--- config.mk ---
export PLATFORM = sky130hd
export DESIGN_NAME = unicode_transcode_unit
export DESIGN_NICKNAME = d
export VERILOG_FILES = /design/src/utc_pkg.sv /design/src/utc_classify.sv /design/src/utc_resolve.sv /design/src/utc_format.sv /design/src/unicode_transcode_unit.sv
export SDC_FILE = /design/constraint.sdc
export NUM_CORES = 1
export LEC_CHECK = 0
export BUFFER_PORTS_ARGS = -buffer_cell sky130_fd_sc_hd__buf_2
export CORE_ASPECT_RATIO = 1.1
export CORE_MARGIN = 3
export CORE_UTILIZATION = 50
export CTS_CLUSTER_SIZE = 28
export DETAILED_ROUTE_END_ITERATION = 10
export PLACE_DENSITY = 0.73
export SLEW_MARGIN = 20
export SYNTH_ARGS = -nofsm -noshare
export SYNTH_HDL_FRONTEND = slang
export SYNTH_HIERARCHICAL = 1
export SYNTH_SLANG_ARGS = --single-unit
--- constraint.sdc ---
create_clock -name clk -period 5 [get_ports clk]
set_clock_uncertainty 0.05 [all_clocks]
set_input_delay 0.5 -clock clk [delete_from_list [all_inputs] [get_ports clk]]
set_output_delay 0.5 -clock clk [all_outputs]
set_load 0.02 [all_outputs]
--- src/utc_pkg.sv ---
package utc_pkg;

    typedef enum logic [1:0] {
        MODE_U8_DEC  = 2'd0,
        MODE_U8_ENC  = 2'd1,
        MODE_U16_DEC = 2'd2,
        MODE_U16_ENC = 2'd3
    } mode_t;

    typedef enum logic [2:0] {
        ST_OK       = 3'd0,
        ST_BAD_LEAD = 3'd1,
        ST_BAD_CP   = 3'd2,
        ST_NO_LOW   = 3'd3,
        ST_LONE_LOW = 3'd4,
        ST_ENC_FAIL = 3'd5
    } status_t;

    localparam logic [20:0] REPL_CP  = 21'h00FFFD;
    localparam logic [20:0] MAX_CP   = 21'h10FFFF;
    localparam logic [20:0] PLANE1   = 21'h010000;
    localparam logic [5:0]  HI_TAG   = 6'b110110;
    localparam logic [5:0]  LO_TAG   = 6'b110111;
    localparam logic [1:0]  CONT_TAG = 2'b10;

    typedef struct packed {
        mode_t       mode;
        logic [2:0]  len;
        logic        lead_err;
        logic [25:0] sum;
        logic [31:0] cp;
        logic        cp_big;
        logic        cp_wide;
        logic        cp_surr;
        logic [2:0]  enc_len;
        logic [15:0] first_unit;
        logic [15:0] second_unit;
        logic        hi_first;
        logic        lo_first;
        logic        lo_second;
    } utc_s1_t;

    typedef struct packed {
        mode_t       mode;
        status_t     status;
        logic [2:0]  count;
        logic [20:0] cp;
    } utc_s2_t;

    function automatic logic [25:0] marker_offset(input logic [2:0] len);
        logic [25:0] off;
        case (len)
            3'd2:    off = 26'h0003080;
            3'd3:    off = 26'h00E2080;
            3'd4:    off = 26'h3C82080;
            default: off = 26'h0000000;
        endcase
        return off;
    endfunction

endpackage

--- src/utc_classify.sv ---
module utc_classify (
    input  logic              clk,
    input  logic              rst_n,
    input  logic              up_valid,
    output logic              up_ready,
    input  logic [1:0]        mode,
    input  logic [7:0]        octet0,
    input  logic [7:0]        octet1,
    input  logic [7:0]        octet2,
    input  logic [7:0]        octet3,
    input  logic [2:0]        octets_available,
    input  logic [15:0]       first_unit,
    input  logic [15:0]       second_unit,
    input  logic [31:0]       code_point_in,
    output logic              dn_valid,
    input  logic              dn_ready,
    output utc_pkg::utc_s1_t  dn_data
);

    logic             valid_reg;
    utc_pkg::utc_s1_t data_reg;
    utc_pkg::utc_s1_t data_next;
    logic [2:0]       len;

    always_comb
    begin
        if (octet0[7] == 1'b0)
            len = 3'd1;
        else if (octet0[7:5] == 3'b110)
            len = 3'd2;
        else if (octet0[7:4] == 4'b1110)
            len = 3'd3;
        else if (octet0[7:3] == 5'b11110)
            len = 3'd4;
        else
            len = 3'd0;
    end

    always_comb
    begin
        data_next = '0;
        data_next.mode     = utc_pkg::mode_t'(mode);
        data_next.len      = len;
        data_next.lead_err = (len == 3'd0) || (len > octets_available);
        case (len)
            3'd1:    data_next.sum = 26'(octet0);
            3'd2:    data_next.sum = 26'({octet0, 6'b0}) + 26'(octet1);
            3'd3:    data_next.sum = 26'({octet0, 12'b0}) + 26'({octet1, 6'b0})
                                   + 26'(octet2);
            3'd4:    data_next.sum = {octet0, 18'b0} + 26'({octet1, 12'b0})
                                   + 26'({octet2, 6'b0}) + 26'(octet3);
            default: data_next.sum = '0;
        endcase
        data_next.cp      = code_point_in;
        data_next.cp_big  = (|code_point_in[31:21]) || (code_point_in[20:0] > utc_pkg::MAX_CP);
        data_next.cp_wide = |code_point_in[31:16];
        data_next.cp_surr = !data_next.cp_wide && (code_point_in[15:11] == 5'b11011);
        if (code_point_in < 32'h80)
            data_next.enc_len = 3'd1;
        else if (code_point_in < 32'h800)
            data_next.enc_len = 3'd2;
        else if (!data_next.cp_wide)
            data_next.enc_len = 3'd3;
        else if (!data_next.cp_big)
            data_next.enc_len = 3'd4;
        else
            data_next.enc_len = 3'd0;
        data_next.first_unit  = first_unit;
        data_next.second_unit = second_unit;
        data_next.hi_first    = first_unit[15:10] == utc_pkg::HI_TAG;
        data_next.lo_first    = first_unit[15:10] == utc_pkg::LO_TAG;
        data_next.lo_second   = second_unit[15:10] == utc_pkg::LO_TAG;
    end

    assign up_ready = !valid_reg || dn_ready;

    always_ff @(posedge clk or negedge rst_n)
    begin
        if (!rst_n)
            valid_reg <= 1'b0;
        else if (up_ready)
            valid_reg <= up_valid;
    end

    always_ff @(posedge clk)
    begin
        if (up_valid && up_ready)
            data_reg <= data_next;
    end

    assign dn_valid = valid_reg;
    assign dn_data  = data_reg;

endmodule

--- src/utc_resolve.sv ---
module utc_resolve (
    input  logic              clk,
    input  logic              rst_n,
    input  logic              replace_on_error,
    input  logic              up_valid,
    output logic              up_ready,
    input  utc_pkg::utc_s1_t  up_data,
    output logic              dn_valid,
    input  logic              dn_ready,
    output utc_pkg::utc_s2_t  dn_data
);

    logic             valid_reg;
    utc_pkg::utc_s2_t data_reg;
    utc_pkg::utc_s2_t data_next;
    logic [26:0]      diff;
    logic [20:0]      sub;

    assign diff = {1'b0, up_data.sum} - {1'b0, utc_pkg::marker_offset(up_data.len)};
    assign sub  = up_data.cp[20:0] - utc_pkg::PLANE1;

    always_comb
    begin
        data_next        = '0;
        data_next.mode   = up_data.mode;
        data_next.status = utc_pkg::ST_OK;
        case (up_data.mode)
            utc_pkg::MODE_U8_DEC:
            begin
                if (up_data.lead_err)
                begin
                    data_next.status = utc_pkg::ST_BAD_LEAD;
                    data_next.cp     = utc_pkg::REPL_CP;
                end
                else if (diff[26] || (diff[25:0] > 26'(utc_pkg::MAX_CP)))
                begin
                    data_next.status = utc_pkg::ST_BAD_CP;
                    data_next.cp     = utc_pkg::REPL_CP;
                end
                else
                begin
                    data_next.cp    = diff[20:0];
                    data_next.count = up_data.len;
                end
            end
            utc_pkg::MODE_U8_ENC:
            begin
                if (up_data.enc_len != 3'd0)
                begin
                    data_next.cp    = up_data.cp[20:0];
                    data_next.count = up_data.enc_len;
                end
                else if (replace_on_error)
                begin
                    data_next.cp    = utc_pkg::REPL_CP;
                    data_next.count = 3'd3;
                end
                else
                    data_next.status = utc_pkg::ST_ENC_FAIL;
            end
            utc_pkg::MODE_U16_DEC:
            begin
                if (up_data.hi_first && up_data.lo_second)
                begin
                    data_next.cp    = {1'b0, up_data.first_unit[9:0], up_data.second_unit[9:0]}
                                    + utc_pkg::PLANE1;
                    data_next.count = 3'd2;
                end
                else if (up_data.hi_first)
                begin
                    data_next.status = utc_pkg::ST_NO_LOW;
                    data_next.cp     = utc_pkg::REPL_CP;
                end
                else if (up_data.lo_first)
                begin
                    data_next.status = utc_pkg::ST_LONE_LOW;
                    data_next.cp     = utc_pkg::REPL_CP;
                end
                else
                begin
                    data_next.cp    = {5'b0, up_data.first_unit};
                    data_next.count = 3'd1;
                end
            end
            default:
            begin
                if (up_data.cp_big || up_data.cp_surr)
                begin
                    data_next.status = utc_pkg::ST_BAD_CP;
                    data_next.cp     = utc_pkg::REPL_CP;
                end
                else if (up_data.cp_wide)
                begin
                    data_next.cp    = sub;
                    data_next.count = 3'd2;
                end
                else
                begin
                    data_next.cp    = up_data.cp[20:0];
                    data_next.count = 3'd1;
                end
            end
        endcase
    end

    assign up_ready = !valid_reg || dn_ready;

    always_ff @(posedge clk or negedge rst_n)
    begin
        if (!rst_n)
            valid_reg <= 1'b0;
        else if (up_ready)
            valid_reg <= up_valid;
    end

    always_ff @(posedge clk)
    begin
        if (up_valid && up_ready)
            data_reg <= data_next;
    end

    assign dn_valid = valid_reg;
    assign dn_data  = data_reg;

endmodule

--- src/utc_format.sv ---
module utc_format (
    input  logic              clk,
    input  logic              rst_n,
    input  logic              up_valid,
    output logic              up_ready,
    input  utc_pkg::utc_s2_t  up_data,
    output logic              result_valid,
    input  logic              result_stall,
    output logic [20:0]       code_point_out,
    output logic [7:0]        byte_out0,
    output logic [7:0]        byte_out1,
    output logic [7:0]        byte_out2,
    output logic [7:0]        byte_out3,
    output logic [15:0]       unit_out0,
    output logic [15:0]       unit_out1,
    output logic [2:0]        unit_count,
    output logic [2:0]        status
);

    logic        valid_reg;
    logic [20:0] cp_reg,    cp_next;
    logic [7:0]  b0_reg,    b0_next;
    logic [7:0]  b1_reg,    b1_next;
    logic [7:0]  b2_reg,    b2_next;
    logic [7:0]  b3_reg,    b3_next;
    logic [15:0] u0_reg,    u0_next;
    logic [15:0] u1_reg,    u1_next;
    logic [2:0]  count_reg, count_next;
    logic [2:0]  status_reg, status_next;
    logic [20:0] c;

    assign c = up_data.cp;

    always_comb
    begin
        cp_next     = '0;
        b0_next     = '0;
        b1_next     = '0;
        b2_next     = '0;
        b3_next     = '0;
        u0_next     = '0;
        u1_next     = '0;
        count_next  = up_data.count;
        status_next = 3'(up_data.status);
        case (up_data.mode)
            utc_pkg::MODE_U8_DEC, utc_pkg::MODE_U16_DEC:
                cp_next = c;
            utc_pkg::MODE_U8_ENC:
            begin
                case (up_data.count)
                    3'd1:
                        b0_next = c[7:0];
                    3'd2:
                    begin
                        b0_next = {3'b110, c[10:6]};
                        b1_next = {utc_pkg::CONT_TAG, c[5:0]};
                    end
                    3'd3:
                    begin
                        b0_next = {4'b1110, c[15:12]};
                        b1_next = {utc_pkg::CONT_TAG, c[11:6]};
                        b2_next = {utc_pkg::CONT_TAG, c[5:0]};
                    end
                    3'd4:
                    begin
                        b0_next = {5'b11110, c[20:18]};
                        b1_next = {utc_pkg::CONT_TAG, c[17:12]};
                        b2_next = {utc_pkg::CONT_TAG, c[11:6]};
                        b3_next = {utc_pkg::CONT_TAG, c[5:0]};
                    end
                    default:
                        b0_next = '0;
                endcase
            end
            default:
            begin
                if (up_data.status != utc_pkg::ST_OK)
                    u0_next = c[15:0];
                else if (up_data.count == 3'd2)
                begin
                    u0_next = {utc_pkg::HI_TAG, c[19:10]};
                    u1_next = {utc_pkg::LO_TAG, c[9:0]};
                end
                else
                    u0_next = c[15:0];
            end
        endcase
    end

    assign up_ready = !valid_reg || !result_stall;

    always_ff @(posedge clk or negedge rst_n)
    begin
        if (!rst_n)
            valid_reg <= 1'b0;
        else if (up_ready)
            valid_reg <= up_valid;
    end

    always_ff @(posedge clk)
    begin
        if (up_valid && up_ready)
        begin
            cp_reg     <= cp_next;
            b0_reg     <= b0_next;
            b1_reg     <= b1_next;
            b2_reg     <= b2_next;
            b3_reg     <= b3_next;
            u0_reg     <= u0_next;
            u1_reg     <= u1_next;
            count_reg  <= count_next;
            status_reg <= status_next;
        end
    end

    assign result_valid   = valid_reg;
    assign code_point_out = cp_reg;
    assign byte_out0      = b0_reg;
    assign byte_out1      = b1_reg;
    assign byte_out2      = b2_reg;
    assign byte_out3      = b3_reg;
    assign unit_out0      = u0_reg;
    assign unit_out1      = u1_reg;
    assign unit_count     = count_reg;
    assign status         = status_reg;

endmodule

--- src/unicode_transcode_unit.sv ---
// Pipeline: an accepted item beat is registered in the classify, resolve and
// format stages, in that order, before it leaves as its result beat.
// Throughput: one item per cycle; each stage holds under stall and refills as
// soon as its successor drains.
// Reset: rst_n clears all stage valid bits and sets replace_on_error to 1.
module unicode_transcode_unit (
    input  logic        clk,
    input  logic        rst_n,
    input  logic        cfg_write_en,
    input  logic        cfg_write_data,
    input  logic        item_valid,
    output logic        item_stall,
    input  logic [1:0]  mode,
    input  logic [7:0]  octet0,
    input  logic [7:0]  octet1,
    input  logic [7:0]  octet2,
    input  logic [7:0]  octet3,
    input  logic [2:0]  octets_available,
    input  logic [15:0] first_unit,
    input  logic [15:0] second_unit,
    input  logic [31:0] code_point_in,
    output logic        result_valid,
    input  logic        result_stall,
    output logic [20:0] code_point_out,
    output logic [7:0]  byte_out0,
    output logic [7:0]  byte_out1,
    output logic [7:0]  byte_out2,
    output logic [7:0]  byte_out3,
    output logic [15:0] unit_out0,
    output logic [15:0] unit_out1,
    output logic [2:0]  unit_count,
    output logic [2:0]  status
);

    logic             replace_reg;
    logic             s1_ready;
    logic             s1_valid;
    utc_pkg::utc_s1_t s1_data;
    logic             s2_ready;
    logic             s2_valid;
    utc_pkg::utc_s2_t s2_data;
    logic             s3_ready;

    always_ff @(posedge clk or negedge rst_n)
    begin
        if (!rst_n)
            replace_reg <= 1'b1;
        else if (cfg_write_en)
            replace_reg <= cfg_write_data;
    end

    assign item_stall = !s1_ready;

    utc_classify u_classify (
        .clk              (clk),
        .rst_n            (rst_n),
        .up_valid         (item_valid),
        .up_ready         (s1_ready),
        .mode             (mode),
        .octet0           (octet0),
        .octet1           (octet1),
        .octet2           (octet2),
        .octet3           (octet3),
        .octets_available (octets_available),
        .first_unit       (first_unit),
        .second_unit      (second_unit),
        .code_point_in    (code_point_in),
        .dn_valid         (s1_valid),
        .dn_ready         (s2_ready),
        .dn_data          (s1_data)
    );

    utc_resolve u_resolve (
        .clk              (clk),
        .rst_n            (rst_n),
        .replace_on_error (replace_reg),
        .up_valid         (s1_valid),
        .up_ready         (s2_ready),
        .up_data          (s1_data),
        .dn_valid         (s2_valid),
        .dn_ready         (s3_ready),
        .dn_data          (s2_data)
    );

    utc_format u_format (
        .clk            (clk),
        .rst_n          (rst_n),
        .up_valid       (s2_valid),
        .up_ready       (s3_ready),
        .up_data        (s2_data),
        .result_valid   (result_valid),
        .result_stall   (result_stall),
        .code_point_out (code_point_out),
        .byte_out0      (byte_out0),
        .byte_out1      (byte_out1),
        .byte_out2      (byte_out2),
        .byte_out3      (byte_out3),
        .unit_out0      (unit_out0),
        .unit_out1      (unit_out1),
        .unit_count     (unit_count),
        .status         (status)
    );

    a_ok_has_count: assert property (@(posedge clk) disable iff (!rst_n)
        result_valid && (status == 3'(utc_pkg::ST_OK)) |-> unit_count != 3'd0)
        else $error("ok result with zero count");

    a_err_no_count: assert property (@(posedge clk) disable iff (!rst_n)
        result_valid && (status != 3'(utc_pkg::ST_OK)) |-> unit_count == 3'd0)
        else $error("error result with nonzero count");

    a_cp_range: assert property (@(posedge clk) disable iff (!rst_n)
        result_valid |-> code_point_out <= utc_pkg::MAX_CP)
        else $error("code point out of range");

    a_s1_hold: assert property (@(posedge clk) disable iff (!rst_n)
        s1_valid && !s2_ready |=> s1_valid && $stable(s1_data))
        else $error("classify stage dropped a stalled beat");

endmodule
# == Word level (Yosys, flattened, before mapping) ==
# Cells that the tools add are included.
# op_classes
n_addsub,9
n_lt_le_gt_ge,5
eq_ne,22
n_mux,39
bitwise,2
n_reduce_logical,31
# op_table
operator,n
$pmux 26 s4,1
$mux 21,4
$pmux 27 s3,1
$pmux 26 s3,1
$mux 16,4
$add 26x8->26,2
$mux 24,2
$mux 23,2
$mux 3,12
$lt 32x12->1 const B,1
$lt 32x8->1 const B,1
$pmux 8 s4,1
$sub 26x26->27,1
$add 26x14->26,1
$add 26x20->26,1
$gt 26x21->1 const B,1
$pmux 8 s3,1
$add 20x14->21,1
$add 20x17->21 const B,1
$gt 21x21->1 const B,1
$sub 21x17->21 const B,1
$eq 3x2->1 const B,6
$eq 6x6->1 const B,3
$pmux 8 s2,1
25 further kinds,57
# word_totals
ff_bits,212
output_inout_bits,93
wordCells,142

# == Logic depth before layout (Yosys ltp) ==
# depth
word_depth,8
depth_mapped,15

# == By module ==
# Netlist, hierarchy kept.
# modules_own_cells
module,instances,cells_each,area_per_inst_um2,seq_area_each_um2
utc_classify,1,299,4489.3,3178.0
utc_format,1,262,3738.6,2517.4
utc_resolve,1,366,2975.4,895.9
unicode_transcode_unit,1,3,45.0,26.3

# == Worst setup path after synthesis ==
# OpenSTA, ideal clock, no wires.
# synth_path
path_kind,input-to-reg
from,input result_stall
to,"register u_classify.data_reg, in the netlist u_classify/dn_data[0], enable pin"
setup_ns,0.476
arrival_time_ns,3.267
required_ns,4.474
path_slack_ns,1.208
stages,4
n_path_buf,0
path_cell_list,nand2_1 > nand2b_1 > nand2b_1 > and2_1
# synth_between
elab_chain_len,5
# synth_rtl
item,line,source
start: declaration,unicode_transcode_unit.sv:23,"input logic result_stall,"
$logic_not 1->1,utc_format.sv:90,assign up_ready = !valid_reg || !result_stall;
$logic_or 1x1->1,utc_format.sv:90,
$logic_or 1x1->1,utc_resolve.sv:106,assign up_ready = !valid_reg || dn_ready;
via s2_ready,unicode_transcode_unit.sv:39,logic s2_ready;
$logic_or 1x1->1,utc_classify.sv:75,assign up_ready = !valid_reg || dn_ready;
via s1_ready,unicode_transcode_unit.sv:36,logic s1_ready;
$logic_and 1x1->1,utc_classify.sv:87,if (up_valid && up_ready)
end signal: assignment,utc_classify.sv:88,data_reg <= data_next;
end: declaration,utc_classify.sv:21,utc_pkg::utc_s1_t data_reg;
# The timed path passes the listed nets, and every way through them passes these cells.
# A chain may end at the register's enable or synchronous reset.

==> summary.txt <==
Floorplanning
  • Die Wd: 146 um
  • Die H: about 160 um
  • Top-Level Pins: 200
  • Initial Utilization: roughly 51%
  • Die Area: 23,300 um^2
  • Total core area: roughly 21,000 um^2
  • Number of cell rows: 55

Placed design
  • Number of buffers inserted by port buffering: around 200
  • Dpl hpwl: a little under 20,000 um
  • Placer Congestion: between 0.9 and 1
  • Place WS: ~1100 ps

Routing
  • Vias per inst: between 5 and 6
  • Drt first pass iters: 5
  • Final WL: between 20,000 and 30,000 um
  • DRC: 0
  • Initial DRC count: roughly 700
  • Final ANT Viol Nets: 0
  • Per-cell routed wire length: 19.3 um
  • Via count: around 7,900

Setup path
  • Crit path DAT: between 4000 and 5000 ps
  • Max FO, Critical Path: 24
  • Kind of critical path: flip-flop to flip-flop
  • CP Launch Type: flip-flop
  • Slowest cell on crit path: a311oi_1
  • CP max stage delay: about 520 ps
  • Crit. End Element: flip-flop
  • CP cell instances: nor2_1 > and2_1 > inv_1 > nand2b_1 > ha_1 > ha_1 > nor4b_4 > o211ai_1 > a2111oi_2 > a311oi_1 > a311oi_1 > nor4_4 > buf_4 > a311o_1
  • CP required: roughly 5200 ps

Clock tree
  • Clk root buf: clkbuf_16
  • TritonCTS clock tree: built
  • Post-CTS resize count: 0
  • Longest Clk Path Bufs: 3
  • Total CTS buffers: 22
  • Setup Fix Bufs, Post-CTS: 0
  • Clock transition at the registers of the reported paths: around 60 ps
  • H-tree Lvls: 1
  • CTS sink cnt: around 200
  • Clk Latency, worst-skew pair: 510 ps

Timing
  • Final setup viols: 0
  • Period Utilization, post-route: 79.0%
  • Slew headroom: between 30% and 40%
  • Setup ws final: about 1000 ps
  • Fin crit period: between 3000 and 4000 ps
  • RSZ-0062 raised after global routing: no
  • TNS Setup: 0 ps
  • Max Clk Rate: roughly 250 MHz
  • Slew Limit Fails: 0
  • Hold Vio Cnt, Final: 0
  • Least-Margin Pin Slew: between 1000 and 1500 ps

Run status
  • Status: finished clean

Final layout
  • Share of cells above drive strength 1: around a quarter
  • Post-layout util: between 60% and 70%
  • P&R area growth vs syn: 17.7%
  • Nets: between 1,000 and 1,500
  • Max reg flops: 88
  • Ant diodes: 0

GRT
  • Initial antenna violation count: 0
  • GRT overflow: 0
  • Vias in the first global route: roughly 7,700
  • First-pass GRT wire length: around 41,000 um
  • Pin count of the biggest net entering global routing: between 80 and 90
  • Total track usage: 21.7%

Pwr
  • Max rail drop VDD: approximately 0.27 mV
  • LEAKAGE: a little under 5 nW
  • Power per cell area: ~380 nW/um^2
  • Final Power: approximately 4.7 mW

Synth
  • Mean Syn Cell Area: approximately 12 um^2
  • Synthesized instance count: slightly above 900
  • Yosys synthesis warning count: 6
  • Mapped Area: 10,700 um^2

Flow run
  • Number of max-cap violations: 0

Hold path
  • Worst min path class: input port to flip-flop
==> timing repair <==
item / CTS / global route
setup endpoints to repair: 0 / 0
hold buffers: 1 / 0
hold endpoints to repair: 4 / 0
==> routing by layer <==
metal / global-route usage, % / wire length, um / vias to the layer above
met4: 6.43 / 789 / 0
met3: 4.11 / 2110 / 55
met5: 0 / 0 / -
li1: - / - / 3769
met2: 36.9 / 12800 / 372
met1: 28.3 / 11000 / 3726
==> metrics by stage <==
stage | instances | instance area (um^2) | hold slack (ps)
3_3_place_gp | 1346 | 11800 | 256
3_5_place_dp | 1346 | 11800 | 268
4_1_cts | 1385 | 12600 | 95.5
6_report | 1385 | 12600 | 110
5_1_grt | 1385 | 12600 | 93.4
2_1_floorplan | 916 | 10700 | 154
==> power by group <==
part           internal, mW  leakage [nW]  total [mW]  switching [mW]
clock                  1.13         0.392        1.79           0.665
combinational         0.279          2.56       0.760           0.480
sequential             2.07          2.01        2.19           0.119
==> path summary, 6_finish.rpt <==
kind	endpoint	slack (ps)	cells after the start	from
max	u_resolve/dn_data[19]$_DFFE_PP_	1050	14	u_classify/dn_data[100]$_DFFE_PP_
min	u_classify/dn_data[3]$_DFFE_PP_	110	1	second_unit[0]
max reg2reg	u_resolve/dn_data[19]$_DFFE_PP_	1050	14	u_classify/dn_data[100]$_DFFE_PP_
min reg2reg	u_format/status[0]$_DFFE_PP_	400	0	u_resolve/dn_data[24]$_DFFE_PP_
max in group asynchronous	replace_reg$_DFFE_PN1P_	4400	2	rst_n
min in group asynchronous	u_classify/dn_valid$_DFFE_PN0N_	290	2	rst_n
==> cell type report <==
class | instances | area, um^2
clock buffer | 24 | 558
clock inverter | 14 | 248
tap | 285 | 357
timing repair buffer | 203 | 1040
sequential | 204 | 6110
inverter | 45 | 169
fill | 1712 | 8220
multi-input combinational | 610 | 4160
==> critical path: cells and delay by family, from the launching register on <==
kind | cells | cell delay, ps
buffers and inverters | 2 | 360
and+or+nand+nor | 5 | 800
AOI/OAI and AO/OA | 5 | 1630
adders and majority gates | 2 | 450
DFF | 1 | 430
==> cell usage in the layout (no fill, tap or decap), drive strengths merged, types with 19 or more instances in the layout <==
cell,n
edfxtp,200
inv,47
buf,202
clkbuf,24
o21ai,42
o22ai,37
a21oi,64
xor2,19
nand2,62
xnor2,19
nor2b,45
nor2,52
ha,26
a22oi,20
Power figures use the tool's default switching activity.
